--- src/hw/rtl/sig_pkg.sv ---
`default_nettype none

package sig_pkg;

   // frame geometry
   localparam int LINES_PER_FRAME = 262;
   localparam int DOTS_PER_LINE   = 455;
   localparam int VERT_OFFSET     = 22;
   localparam int DOTS_PER_TICK   = 4;

   localparam int LINE_W  = 9;
   localparam int DOT_W   = 9;
   localparam int COUNT_W = 18;
   localparam int REG_W   = 8;

   // chip line = line counter + this bias, wrapped at the frame length
   localparam int CHIP_BIAS = LINES_PER_FRAME - (VERT_OFFSET % LINES_PER_FRAME);

   // mode register bits
   localparam int MODE_ENABLE_BIT    = 3;
   localparam int MODE_ONE_INSTR_BIT = 2;

   // item opcodes
   typedef enum logic [1:0] {
      OP_TICK       = 2'd0,
      OP_LINE_START = 2'd1,
      OP_CLEAR      = 2'd2
   } opcode_type;

   // register indexes
   typedef enum logic [1:0] {
      CSR_MATCH_LINE  = 2'd0,
      CSR_MODE_BITS   = 2'd1,
      CSR_VECTOR_BYTE = 2'd2
   } csr_index_type;

   typedef struct packed {
      logic [1:0] opcode;
      logic       acknowledge;
      logic       instruction_done;
   } item_type;

   typedef struct packed {
      logic [REG_W-1:0] match_line;
      logic [REG_W-1:0] mode_bits;
      logic [REG_W-1:0] vector_byte;
   } cfg_type;

   typedef struct packed {
      logic             int_level;
      logic [REG_W-1:0] ack_data;
      logic             line_complete;
   } result_type;

endpackage

`default_nettype wire

--- src/hw/rtl/sig_core.sv ---
`default_nettype none

module sig_core
   import sig_pkg::*;
(
   input  wire logic       clock,
   input  wire logic       reset,
   input  wire logic       step,
   input  wire item_type   item,
   input  wire cfg_type    cfg,
   output      result_type result
);

   logic               asserted_ff, asserted_in;
   logic               one_instr_ff, one_instr_in;
   logic               armed_ff, armed_in;
   logic [COUNT_W-1:0] dots_left_ff, dots_left_in;
   logic [REG_W-1:0]   vector_ff, vector_in;
   logic [DOT_W-1:0]   dot_ff, dot_in;
   logic [LINE_W-1:0]  line_ff, line_in;

   logic [LINE_W-1:0]  lc_mod;
   logic [LINE_W:0]    chip_sum;
   logic [LINE_W:0]    chip_line;
   logic               line_hit;
   logic [LINE_W-1:0]  lines_left;
   logic [COUNT_W-1:0] total_dots;
   logic [COUNT_W-1:0] dot_wide;
   logic [DOT_W:0]     pos;
   logic [LINE_W:0]    line_next;
   logic [REG_W-1:0]   ack_data;
   logic               complete;

   // chip line number, match for line start, and dots left to the frame end
   always_comb begin
      lc_mod = (line_ff >= LINE_W'(LINES_PER_FRAME)) ?
               line_ff - LINE_W'(LINES_PER_FRAME) : line_ff;
      chip_sum  = {1'b0, lc_mod} + (LINE_W+1)'(CHIP_BIAS);
      chip_line = (chip_sum >= (LINE_W+1)'(LINES_PER_FRAME)) ?
                  chip_sum - (LINE_W+1)'(LINES_PER_FRAME) : chip_sum;
      line_hit  = (chip_line == {2'b00, cfg.match_line}) && cfg.mode_bits[MODE_ENABLE_BIT];
      lines_left = LINE_W'(LINES_PER_FRAME) - line_ff;
      total_dots = (line_ff < LINE_W'(LINES_PER_FRAME)) ?
                   COUNT_W'(lines_left) * COUNT_W'(DOTS_PER_LINE) : '0;
      dot_wide   = COUNT_W'(dot_ff);
   end

   // next state and result for one word
   always_comb begin
      asserted_in  = asserted_ff;
      one_instr_in = one_instr_ff;
      armed_in     = armed_ff;
      dots_left_in = dots_left_ff;
      vector_in    = vector_ff;
      dot_in       = dot_ff;
      line_in      = line_ff;
      ack_data     = '0;
      complete     = 1'b0;
      pos          = '0;
      line_next    = '0;
      unique case (item.opcode)
         OP_TICK: begin
            // acknowledge drives the vector and releases
            if (item.acknowledge) begin
               ack_data     = vector_ff;
               asserted_in  = 1'b0;
               one_instr_in = 1'b0;
               armed_in     = 1'b0;
               dots_left_in = '0;
            end
            // countdown to the next frame start
            if (armed_in) begin
               dots_left_in = (dots_left_in > COUNT_W'(DOTS_PER_TICK)) ?
                              dots_left_in - COUNT_W'(DOTS_PER_TICK) : '0;
               if (dots_left_in == '0) begin
                  asserted_in = 1'b0;
                  armed_in    = 1'b0;
               end
            end
            // release at instruction end
            if (item.instruction_done && one_instr_in) begin
               asserted_in  = 1'b0;
               one_instr_in = 1'b0;
            end
            // dot advance and line wrap
            pos = {1'b0, dot_ff} + (DOT_W+1)'(DOTS_PER_TICK);
            if (pos >= (DOT_W+1)'(DOTS_PER_LINE)) begin
               pos       = pos - (DOT_W+1)'(DOTS_PER_LINE);
               complete  = 1'b1;
               line_next = {1'b0, line_ff} + (LINE_W+1)'(1);
               if (line_next >= (LINE_W+1)'(LINES_PER_FRAME)) begin
                  line_next = '0;
               end
               line_in = line_next[LINE_W-1:0];
            end
            dot_in = pos[DOT_W-1:0];
         end
         OP_LINE_START: begin
            if (line_hit) begin
               asserted_in = 1'b1;
               vector_in   = cfg.vector_byte;
               if (!cfg.mode_bits[MODE_ONE_INSTR_BIT]) begin
                  one_instr_in = 1'b0;
                  armed_in     = 1'b1;
                  dots_left_in = (total_dots > dot_wide) ? total_dots - dot_wide : '0;
               end else begin
                  one_instr_in = 1'b1;
                  armed_in     = 1'b0;
                  dots_left_in = '0;
               end
            end
         end
         OP_CLEAR: begin
            asserted_in  = 1'b0;
            one_instr_in = 1'b0;
            armed_in     = 1'b0;
            dots_left_in = '0;
         end
         default: begin
         end
      endcase
      result.int_level     = asserted_in;
      result.ack_data      = ack_data;
      result.line_complete = complete;
   end

   // state registers
   always_ff @(posedge clock) begin
      if (reset) begin
         asserted_ff  <= 1'b0;
         one_instr_ff <= 1'b0;
         armed_ff     <= 1'b0;
         dots_left_ff <= '0;
         vector_ff    <= '0;
         dot_ff       <= '0;
         line_ff      <= '0;
      end else if (step) begin
         asserted_ff  <= asserted_in;
         one_instr_ff <= one_instr_in;
         armed_ff     <= armed_in;
         dots_left_ff <= dots_left_in;
         vector_ff    <= vector_in;
         dot_ff       <= dot_in;
         line_ff      <= line_in;
      end
   end

`ifndef SYNTHESIS
   a_armed_needs_line: assert property (@(posedge clock) disable iff (reset)
      armed_ff |-> asserted_ff)
      else $error("countdown armed while the line is released");

   a_modes_exclusive: assert property (@(posedge clock) disable iff (reset)
      !(armed_ff && one_instr_ff))
      else $error("hold and one-instruction modes both active");

   a_count_only_armed: assert property (@(posedge clock) disable iff (reset)
      (dots_left_ff != '0) |-> armed_ff)
      else $error("dots left while no countdown is armed");

   a_counters_in_range: assert property (@(posedge clock) disable iff (reset)
      (dot_ff < DOT_W'(DOTS_PER_LINE)) && (line_ff < LINE_W'(LINES_PER_FRAME)))
      else $error("dot or line counter out of range");

   a_hold_on_stall: assert property (@(posedge clock) disable iff (reset)
      !step |=> $stable(dot_ff) && $stable(line_ff) && $stable(asserted_ff))
      else $error("state moved without a word");
`endif

endmodule

`default_nettype wire

--- src/hw/rtl/scanline_interrupt_generator_top.sv ---
// a request word is held in the input register, and its result is captured in
// the result register once the result side can take it
// throughput: one word per cycle back to back; a stalled result holds the core,
// and the request side takes one more word into the input register, then stalls
// reset: synchronous, active high; clears the configuration registers, the counters,
// the interrupt line and the latched vector, and empties both stages

`default_nettype none

module scanline_interrupt_generator_top
   import sig_pkg::*;
(
   input  wire logic        clock,
   input  wire logic        reset,
   // request channel
   input  wire logic        req_tvalid,
   output      logic        req_tready,
   input  wire logic [7:0]  req_tdata,   // [0] acknowledge, [1] instruction_done, rest zero
   input  wire logic [1:0]  req_tuser,   // [1:0] opcode
   // result channel
   output      logic        rsp_tvalid,
   input  wire logic        rsp_tready,
   output      logic [15:0] rsp_tdata,   // [0] int_level, [8:1] ack_data, rest zero
   output      logic        rsp_tlast,   // line_complete
   // configuration writes
   input  wire logic        csr_we,
   input  wire logic [1:0]  csr_index,
   input  wire logic [7:0]  csr_wdata
);

   cfg_type    cfg_ff;
   logic       in_valid_ff, in_valid_in;
   item_type   in_item_ff;
   logic       out_valid_ff, out_valid_in;
   result_type out_ff;
   result_type core_result;
   logic       req_fire;
   logic       step;

   // configuration registers
   always_ff @(posedge clock) begin
      if (reset) begin
         cfg_ff <= '0;
      end else if (csr_we) begin
         case (csr_index)
            CSR_MATCH_LINE:  cfg_ff.match_line  <= csr_wdata;
            CSR_MODE_BITS:   cfg_ff.mode_bits   <= csr_wdata;
            CSR_VECTOR_BYTE: cfg_ff.vector_byte <= csr_wdata;
            default: begin
            end
         endcase
      end
   end

   // stage handshake
   always_comb begin
      step         = in_valid_ff && (!out_valid_ff || rsp_tready);
      req_tready   = !in_valid_ff || step;
      req_fire     = req_tvalid && req_tready;
      in_valid_in  = req_fire || (in_valid_ff && !step);
      out_valid_in = step || (out_valid_ff && !rsp_tready);
   end

   always_ff @(posedge clock) begin
      if (reset) begin
         in_valid_ff  <= 1'b0;
         out_valid_ff <= 1'b0;
      end else begin
         in_valid_ff  <= in_valid_in;
         out_valid_ff <= out_valid_in;
      end
   end

   // input word register
   always_ff @(posedge clock) begin
      if (req_fire) begin
         in_item_ff.opcode           <= req_tuser;
         in_item_ff.acknowledge      <= req_tdata[0];
         in_item_ff.instruction_done <= req_tdata[1];
      end
   end

   sig_core u_core (
      .clock  (clock),
      .reset  (reset),
      .step   (step),
      .item   (in_item_ff),
      .cfg    (cfg_ff),
      .result (core_result)
   );

   // result word register
   always_ff @(posedge clock) begin
      if (step) begin
         out_ff <= core_result;
      end
   end

   assign rsp_tvalid = out_valid_ff;
   assign rsp_tdata  = {7'b0, out_ff.ack_data, out_ff.int_level};
   assign rsp_tlast  = out_ff.line_complete;

endmodule

`default_nettype wire
--- config.mk ---
export PLATFORM = sky130hd
export DESIGN_NAME = scanline_interrupt_generator_top
export DESIGN_NICKNAME = d
export VERILOG_FILES = /design/src/hw/rtl/sig_pkg.sv /design/src/hw/rtl/sig_core.sv /design/src/hw/rtl/scanline_interrupt_generator_top.sv
export SDC_FILE = /design/constraint.sdc
export NUM_CORES = 1
export LEC_CHECK = 0
export BUFFER_PORTS_ARGS = -buffer_cell sky130_fd_sc_hd__buf_2
export CORE_ASPECT_RATIO = 0.9
export CORE_MARGIN = 10
export CORE_UTILIZATION = 55
export CTS_BUF_LIST = sky130_fd_sc_hd__clkbuf_8
export DETAILED_ROUTE_END_ITERATION = 6
export PLACE_DENSITY_LB_ADDON = 0.3
export SYNTH_ARGS = -nofsm -noshare
export SYNTH_HDL_FRONTEND = slang
export SYNTH_SLANG_ARGS = --single-unit
--- constraint.sdc ---
create_clock -name clock -period 8.5 [get_ports clock]
set_input_delay 0.85 -clock clock [delete_from_list [all_inputs] [get_ports clock]]
set_output_delay 0.85 -clock clock [all_outputs]
set_load 0.02 [all_outputs]
# Word level (Yosys, flattened, before mapping)
# Cells that the tools add are included.
# totals
register_bits,83
in_bits,25
output_inout_bits,19
# classes
order_cmp,7
mux,33
reduce_logical,26
n_mul,1
n_addsub,9
n_eq_ne,6
# ops
cell,count
18-bit two-way mux,8
18-bit case mux with 3 select lines,1
10-bit by 9-bit greater-or-equal comparator with 1-bit output (second input constant),3
9-bit two-way mux,3
18-bit by 3-bit > comparator with 1-bit output (second input constant),1
18-bit by 9-bit > comparator with 1-bit output,1
18-bit logical NOT,1
9-bit by 9-bit multiplier with 18-bit output (second input constant),1
18-bit by 3-bit subtractor with 18-bit output (second input constant),1
18-bit by 9-bit subtractor with 18-bit output,1
9-bit subtractor (second input constant),2
1-bit two-way mux,17
9-bit by 1-bit adder with 10-bit output (second input constant),1
9-bit by 3-bit adder with 10-bit output (second input constant),1
9-bit by 8-bit adder with 10-bit output (second input constant),1
10-bit by 8-bit equality test with 1-bit output,1
10-bit two-way mux,1
2-bit AND reduction,5
10-bit by 9-bit subtractor with 10-bit output (second input constant),1
9-bit greater-or-equal comparator (second input constant),1
9-bit < comparator (second input constant),1
1-bit case mux with 3 select lines,3
3-bit AND reduction,3
9-bit subtractor (first input constant),1
other kinds (8),22

# Longest topological paths before layout
# logic_depth
depth_word,9
ltp_mapped,26
depth_no_buf,24

# Hierarchy
# A second synthesis with hierarchy kept.
# unflattened
cells_unflattened,1041
area_unflattened_um2,8239.2
# modules_own_cells
module,seq_area_each_um2,cells_each,instances,area_each_um2
sig_core,940.9,918,1,6687.7
scanline_interrupt_generator_top,940.9,123,1,1551.5

# Worst setup path after synthesis
# OpenSTA, ideal clock, no wires.
# synth_path
kind,flip-flop to flip-flop
startpoint,register u_core.line_ff[3]
endpoint,register u_core.dots_left_ff[16]
path_buffers,3
setup_slack_ns,2.253
arrival_ns,6.131
path_stages_with_launch,25
setup_time_ns,0.117
cell_sequence,dfxtp_1 -> buf_6 -> or4_4 -> buf_6 -> a21oi_1 -> xor2_1 -> xnor2_1 -> ha_1 -> a21o_1 -> ha_1 -> inv_1 -> fa_1 -> inv_1 -> fa_1 -> ha_1 -> or3_1 -> a221o_1 -> a21oi_1 -> xnor2_1 -> a311oi_1 -> o21ai_0 -> o41ai_2 -> clkbuf_1 -> o22ai_1 -> a22o_1
# synth_via
elab_chain_cells,9
word_cells_on_any_way,21
classes_between,add/sub (5); mul (1); order compare (4); eq/ne (2); mux (7); reduce/logical (2)
# synth_lines
item,line,source
"start, declared",sig_core.sv:20,"logic [LINE_W-1:0] line_ff, line_in;"
"start signal, assigned",sig_core.sv:144,line_ff <= line_in;
branches (longest 9 deep; another with 9-bit by 9-bit multiplier with 18-bit output),-,
"end signal, assigned",sig_core.sv:141,dots_left_ff <= dots_left_in;
"end, declared",sig_core.sv:17,"logic [COUNT_W-1:0] dots_left_ff, dots_left_in;"
# Parallel ways; which one is timed is not known. The select of a mux whose other input is x is not followed.
# A chain may end at the register's enable or synchronous reset.

# Worst setup path in the final report
# layout_path
startpoint,register u_core.line_ff[2]
endpoint,register u_core.dots_left_ff[12]
# The elaborated chain is that of the path after synthesis.

==> impl_summary.md <==
Clock network
The post-cts gate resize count is 0. CTS placed an instance of sky130_fd_sc_hd__clkbuf_8 at the clock tree root. The H-tree was split into 3 levels. The clock sink count is 81. Clock tree synthesis inserted a total of 9 buffers. The clock insertion delay at the later pin of the skew report is 0.39 ns. No sink is reached through more buffers than the 2 on the longest clock path. Hold repair after CTS inserted 0 buffers. In this run the post-CTS setup repair buffer count came out at 0. TritonCTS built the clock tree. The clock transition time at the flip-flop clock pins of the worst setup and hold paths is 0.09 ns.

Placed design
Routability-driven placement finished with a final weighted congestion of 0.926. The number of I/O port buffers is 30. The placed instances occupy a cell area of 7880 um^2. The placed wire-length estimate after detailed placement is 13,400 um.

Final layout
The fraction of layout cells with a size suffix above 1 is 7.76%. After the last flow step, the layout net total stands at 1,062. Once layout is done, the placed cells without fillers occupy 8110 um^2. The number of inserted diodes is 0. The top cell types in the final layout, fill and taps aside, are sky130_fd_sc_hd__nor2_1, sky130_fd_sc_hd__nand2_1, sky130_fd_sc_hd__dfxtp_1, sky130_fd_sc_hd__ha_1, sky130_fd_sc_hd__a21oi_1. The most common library cell in the layout ignoring fill and taps is sky130_fd_sc_hd__nor2_1. The post-synthesis to final-layout area growth is 5.01%.

Routing
Using the TritonRoute via totals, the vias-per-cell ratio works out to 5.91. After detailed routing, the average wire length per cell comes to 15.5 um. Summed over all layers, the routed wires come to 18,000 um. The remaining routing DRC violations is 0.

The routed layout has 6,859 vias. The count of nets left with antenna violations once routing finished came out at 0. The iteration count of the initial detailed-routing pass is 5.

The DRC violation total after the first TritonRoute iteration is 519.

Floorplanning
The y dimension of the die is 132 um. The width of the die is 145 um. The die covers 19,200 um^2. Row generation in the floorplan step produced 41 rows. The initial cell density of the core is 55.6%. The number of top-level pins is 44. The core region is 13,900 um^2.

Power and ir drop
The power density of the placed cells is 104 nW/um^2. Summed over all nets, the switching power comes to 241 uW. Of the total power, the share spent switching nets is 28.4%. The reported leakage power is 0.00340 uW. After layout, the design draws a total of 846 uW. Registers are responsible for 48.2% of the overall power. The peak supply drop is 0.0871 mV. The clock share of power is 40.1%.

The power share of the combinational group is 11.7%. The internal power of the cells totals 605 uW.

Synthesis
The mean instance size in the synthesized netlist is 7.93 um^2. The Yosys step of the flow raised 0 warnings. For this run, the leading register cell type out of synthesis is sky130_fd_sc_hd__dfxtp_1. The count of flip-flops with a built-in enable after synthesis is 14. For this run, asynchronously set or reset flops after synthesis account for 0%. Summing the sequential cell areas from Yosys gives 22.8% of the chip area. After synthesis the cells add up to 7720 um^2.

The distinct cell type count of the synthesized netlist is 90. Counting every instance in the synthesized netlist gives 974. The synthesized design contains 81 register bits.

Global routing
The number of antenna violations at the first check in global routing came to 0. The residual overflow from global routing is 0. The met1 usage in global routing is 25.7%. The most crowded layer after global routing is met2.

In the global route stage, met2 resource usage came out at 27.9%. The routing usage on met3 is 3.37%. The first global-routing pass estimated 30,400 um of wire.

The pin count of the biggest net entering global routing is 69. In the global route stage, overall resource usage came out at 18.3%. The via count of the first global-routing pass was 6,175.

Setup path
The path type of the worst setup path is reg2reg. For flop-to-flop paths, the worst setup slack is 1.46 ns. The arrival time of the worst setup path is 7.27 ns. The critical path startpoint category is a flop. The highest net fanout along the worst path is 20. The data required time at the worst endpoint is 8.73 ns. Measured in cells, the most critical reg-to-reg path has a length of 24. The capture instance of the worst register-to-register path is u_core.dots_left_ff[12].

STA classifies the critical path endpoint as a flop. The critical register-to-register path startpoint is u_core.line_ff[2].

Hold path
The depth of the worst hold-timing path is 2. In this run the worst hold path is classified as reg2reg. The path with the worst hold slack has its endpoint at u_core.vector_ff[0]. The worst hold path begins at u_core.vector_ff[0].

Timing
The hold violation total from the final report is 0. The worst-margin pin slew is 0.994 ns. Setup repair after global routing left no endpoint under its margin.

The worst pin sits at a relative slew slack of 33.7%. The share of the clock period used by the worst path is 82.8%. The maximum frequency from static timing analysis is 0.142 GHz. For the final database, setup skew stands at 0.0153 ns. The final count of pins violating max slew came to 0. Across all hold checks on the routed design, the worst slack comes to 0.493 ns.

The final setup TNS is 0 ns. Setup violations remaining at the end of the flow were counted as 0. The shortest clock period the worst path allows after layout is 7.04 ns.

Status
The run finished with clean final reports.

Job
The number of maximum-capacitance constraint violations is 0.
## Yosys cell counts (4+ instances only)
cell type | number | area (um^2)
sky130_fd_sc_hd__a221oi_1 | 4 | 35.0
sky130_fd_sc_hd__nand4_1 | 10 | 62.6
sky130_fd_sc_hd__clkbuf_1 | 44 | 165
sky130_fd_sc_hd__nor2_1 | 127 | 477
sky130_fd_sc_hd__fa_1 | 11 | 220
sky130_fd_sc_hd__nor3_1 | 27 | 135
sky130_fd_sc_hd__and3_1 | 15 | 93.8
sky130_fd_sc_hd__a211o_1 | 4 | 35.0
sky130_fd_sc_hd__nand3_1 | 18 | 90.1
sky130_fd_sc_hd__o22ai_1 | 18 | 113
sky130_fd_sc_hd__a22o_1 | 4 | 35.0
sky130_fd_sc_hd__and2_1 | 13 | 81.3
sky130_fd_sc_hd__nand2_1 | 73 | 274
sky130_fd_sc_hd__ha_1 | 64 | 801
sky130_fd_sc_hd__a31oi_1 | 9 | 56.3
sky130_fd_sc_hd__xor2_1 | 22 | 193
sky130_fd_sc_hd__a311oi_1 | 5 | 43.8
sky130_fd_sc_hd__a221o_1 | 4 | 40.0
sky130_fd_sc_hd__buf_4 | 8 | 60.1
sky130_fd_sc_hd__o211ai_1 | 7 | 52.6
sky130_fd_sc_hd__o21ai_0 | 36 | 180
sky130_fd_sc_hd__a21oi_1 | 55 | 275
sky130_fd_sc_hd__o31ai_1 | 5 | 37.5
sky130_fd_sc_hd__o41ai_1 | 5 | 43.8
sky130_fd_sc_hd__or2_2 | 5 | 31.3
sky130_fd_sc_hd__a211oi_1 | 14 | 105
sky130_fd_sc_hd__nand2b_1 | 14 | 87.6
sky130_fd_sc_hd__xnor2_1 | 45 | 394
sky130_fd_sc_hd__o21a_1 | 8 | 60.1
sky130_fd_sc_hd__a21o_1 | 13 | 97.6
sky130_fd_sc_hd__edfxtp_1 | 14 | 420
sky130_fd_sc_hd__or3_1 | 11 | 68.8
sky130_fd_sc_hd__nor4_1 | 9 | 56.3
sky130_fd_sc_hd__mux2i_1 | 37 | 370
sky130_fd_sc_hd__nor2b_1 | 4 | 25.0
sky130_fd_sc_hd__dfxtp_1 | 67 | 1340
sky130_fd_sc_hd__buf_1 | 7 | 26.3
sky130_fd_sc_hd__nand3b_1 | 6 | 45.0
sky130_fd_sc_hd__inv_1 | 51 | 191
## worst max path at each step
stage | startpoint | end | slack [ns] | depth (start not counted)
6_report | u_core.line_ff[2] | u_core.dots_left_ff[12] | 1.46 | 24
5_1_grt | u_core.line_ff[2] | u_core.dots_left_ff[14] | 1.01 | 24
4_1_cts | u_core.line_ff[2] | u_core.dots_left_ff[12] | 1.54 | 24
3_5_place_dp | u_core.line_ff[2] | u_core.dots_left_ff[12] | 1.60 | 24
3_3_place_gp | u_core.line_ff[2] | u_core.dots_left_ff[14] | 1.75 | 24
2_1_floorplan | u_core.line_ff[3] | u_core.dots_left_ff[16] | 2.25 | 24
## state kept, by name, summed over array words and instances (netlist names)
signal / cells
cfg_ff: 18
u_core.dots_left_ff: 18
u_core.one_instr_ff: 1
u_core.dot_ff: 9
in_valid_ff: 1
rsp_tlast: 1
rsp_tdata: 9
u_core.vector_ff: 8
u_core.armed_ff: 1
rsp_tvalid: 1
in_item_ff: 4
u_core.line_ff: 9
u_core.asserted_ff: 1
## worst max-delay path, stage by stage (launching register included)
cell                       delay [ns]
sky130_fd_sc_hd__dfxtp_1         0.73
sky130_fd_sc_hd__ha_1            0.56
sky130_fd_sc_hd__nand2b_1        0.14
sky130_fd_sc_hd__a21oi_1         0.28
sky130_fd_sc_hd__xor2_1          0.33
sky130_fd_sc_hd__xnor2_1         0.13
sky130_fd_sc_hd__ha_1            0.20
sky130_fd_sc_hd__a21o_1          0.15
sky130_fd_sc_hd__ha_1            0.31
sky130_fd_sc_hd__inv_1           0.07
sky130_fd_sc_hd__fa_1            0.48
sky130_fd_sc_hd__inv_1           0.06
sky130_fd_sc_hd__fa_1            0.48
sky130_fd_sc_hd__ha_1            0.41
sky130_fd_sc_hd__and3_1          0.22
sky130_fd_sc_hd__a221o_1         0.38
sky130_fd_sc_hd__nor4_1          0.24
sky130_fd_sc_hd__a31oi_1         0.06
sky130_fd_sc_hd__a31oi_1         0.43
sky130_fd_sc_hd__nand2_1         0.12
sky130_fd_sc_hd__o41ai_2         0.35
sky130_fd_sc_hd__buf_4           0.28
sky130_fd_sc_hd__nor2_1          0.11
sky130_fd_sc_hd__a211oi_1        0.25
sky130_fd_sc_hd__a211oi_1        0.09
## per-layer routing
| metal | share of wire [%] | up-vias |
|---|---|---|
| li1 | - | 3481 |
| met1 | 50 | 3168 |
| met2 | 43 | 186 |
| met3 | 5.1 | 24 |
| met4 | 1.8 | 0 |
| met5 | 0 | - |
## cells by family after synthesis
group / after synthesis / synth area share [%]
buffers and inverters: 115 / 6.30
AO/OA/AOI/OAI: 238 / 21.7
adder cells (fa/ha/maj): 78 / 13.6
XOR/XNOR: 68 / 7.89
other: 1 / 0.0486
flip-flops: 81 / 22.8
multiplexers: 41 / 5.41
AND/OR/NAND/NOR: 352 / 22.3
## area by class of cell
cell class              instances  area, um^2
fillers                      1286        5790
multi-input cells             784        5500
flip-flops and latches         81        1760
well taps                     193         241
inverters                      51         191
repair buffers                 35         188
clock buffers                   9         124
clock inverters                 7         106
## metrics by stage
stage                     setup WS [ns]  cells  util [%]
after floorplan                    2.25    980         -
after global placement             1.75   1144      56.7
after detailed placement           1.60   1144      56.7
after CTS                          1.54   1160      58.3
after global routing               1.01   1160      58.3
final                              1.46   1160      58.3
## power by group through the flow
stage	clock, uW	combinational [uW]	sequential [uW]
floorplan	0	77.0	415
global placement	0	95.8	417
detailed placement	0	96.8	417
CTS	347	97.4	408
global route	362	110	410
finish	339	98.6	408
Power figures use the tool's default switching activity.
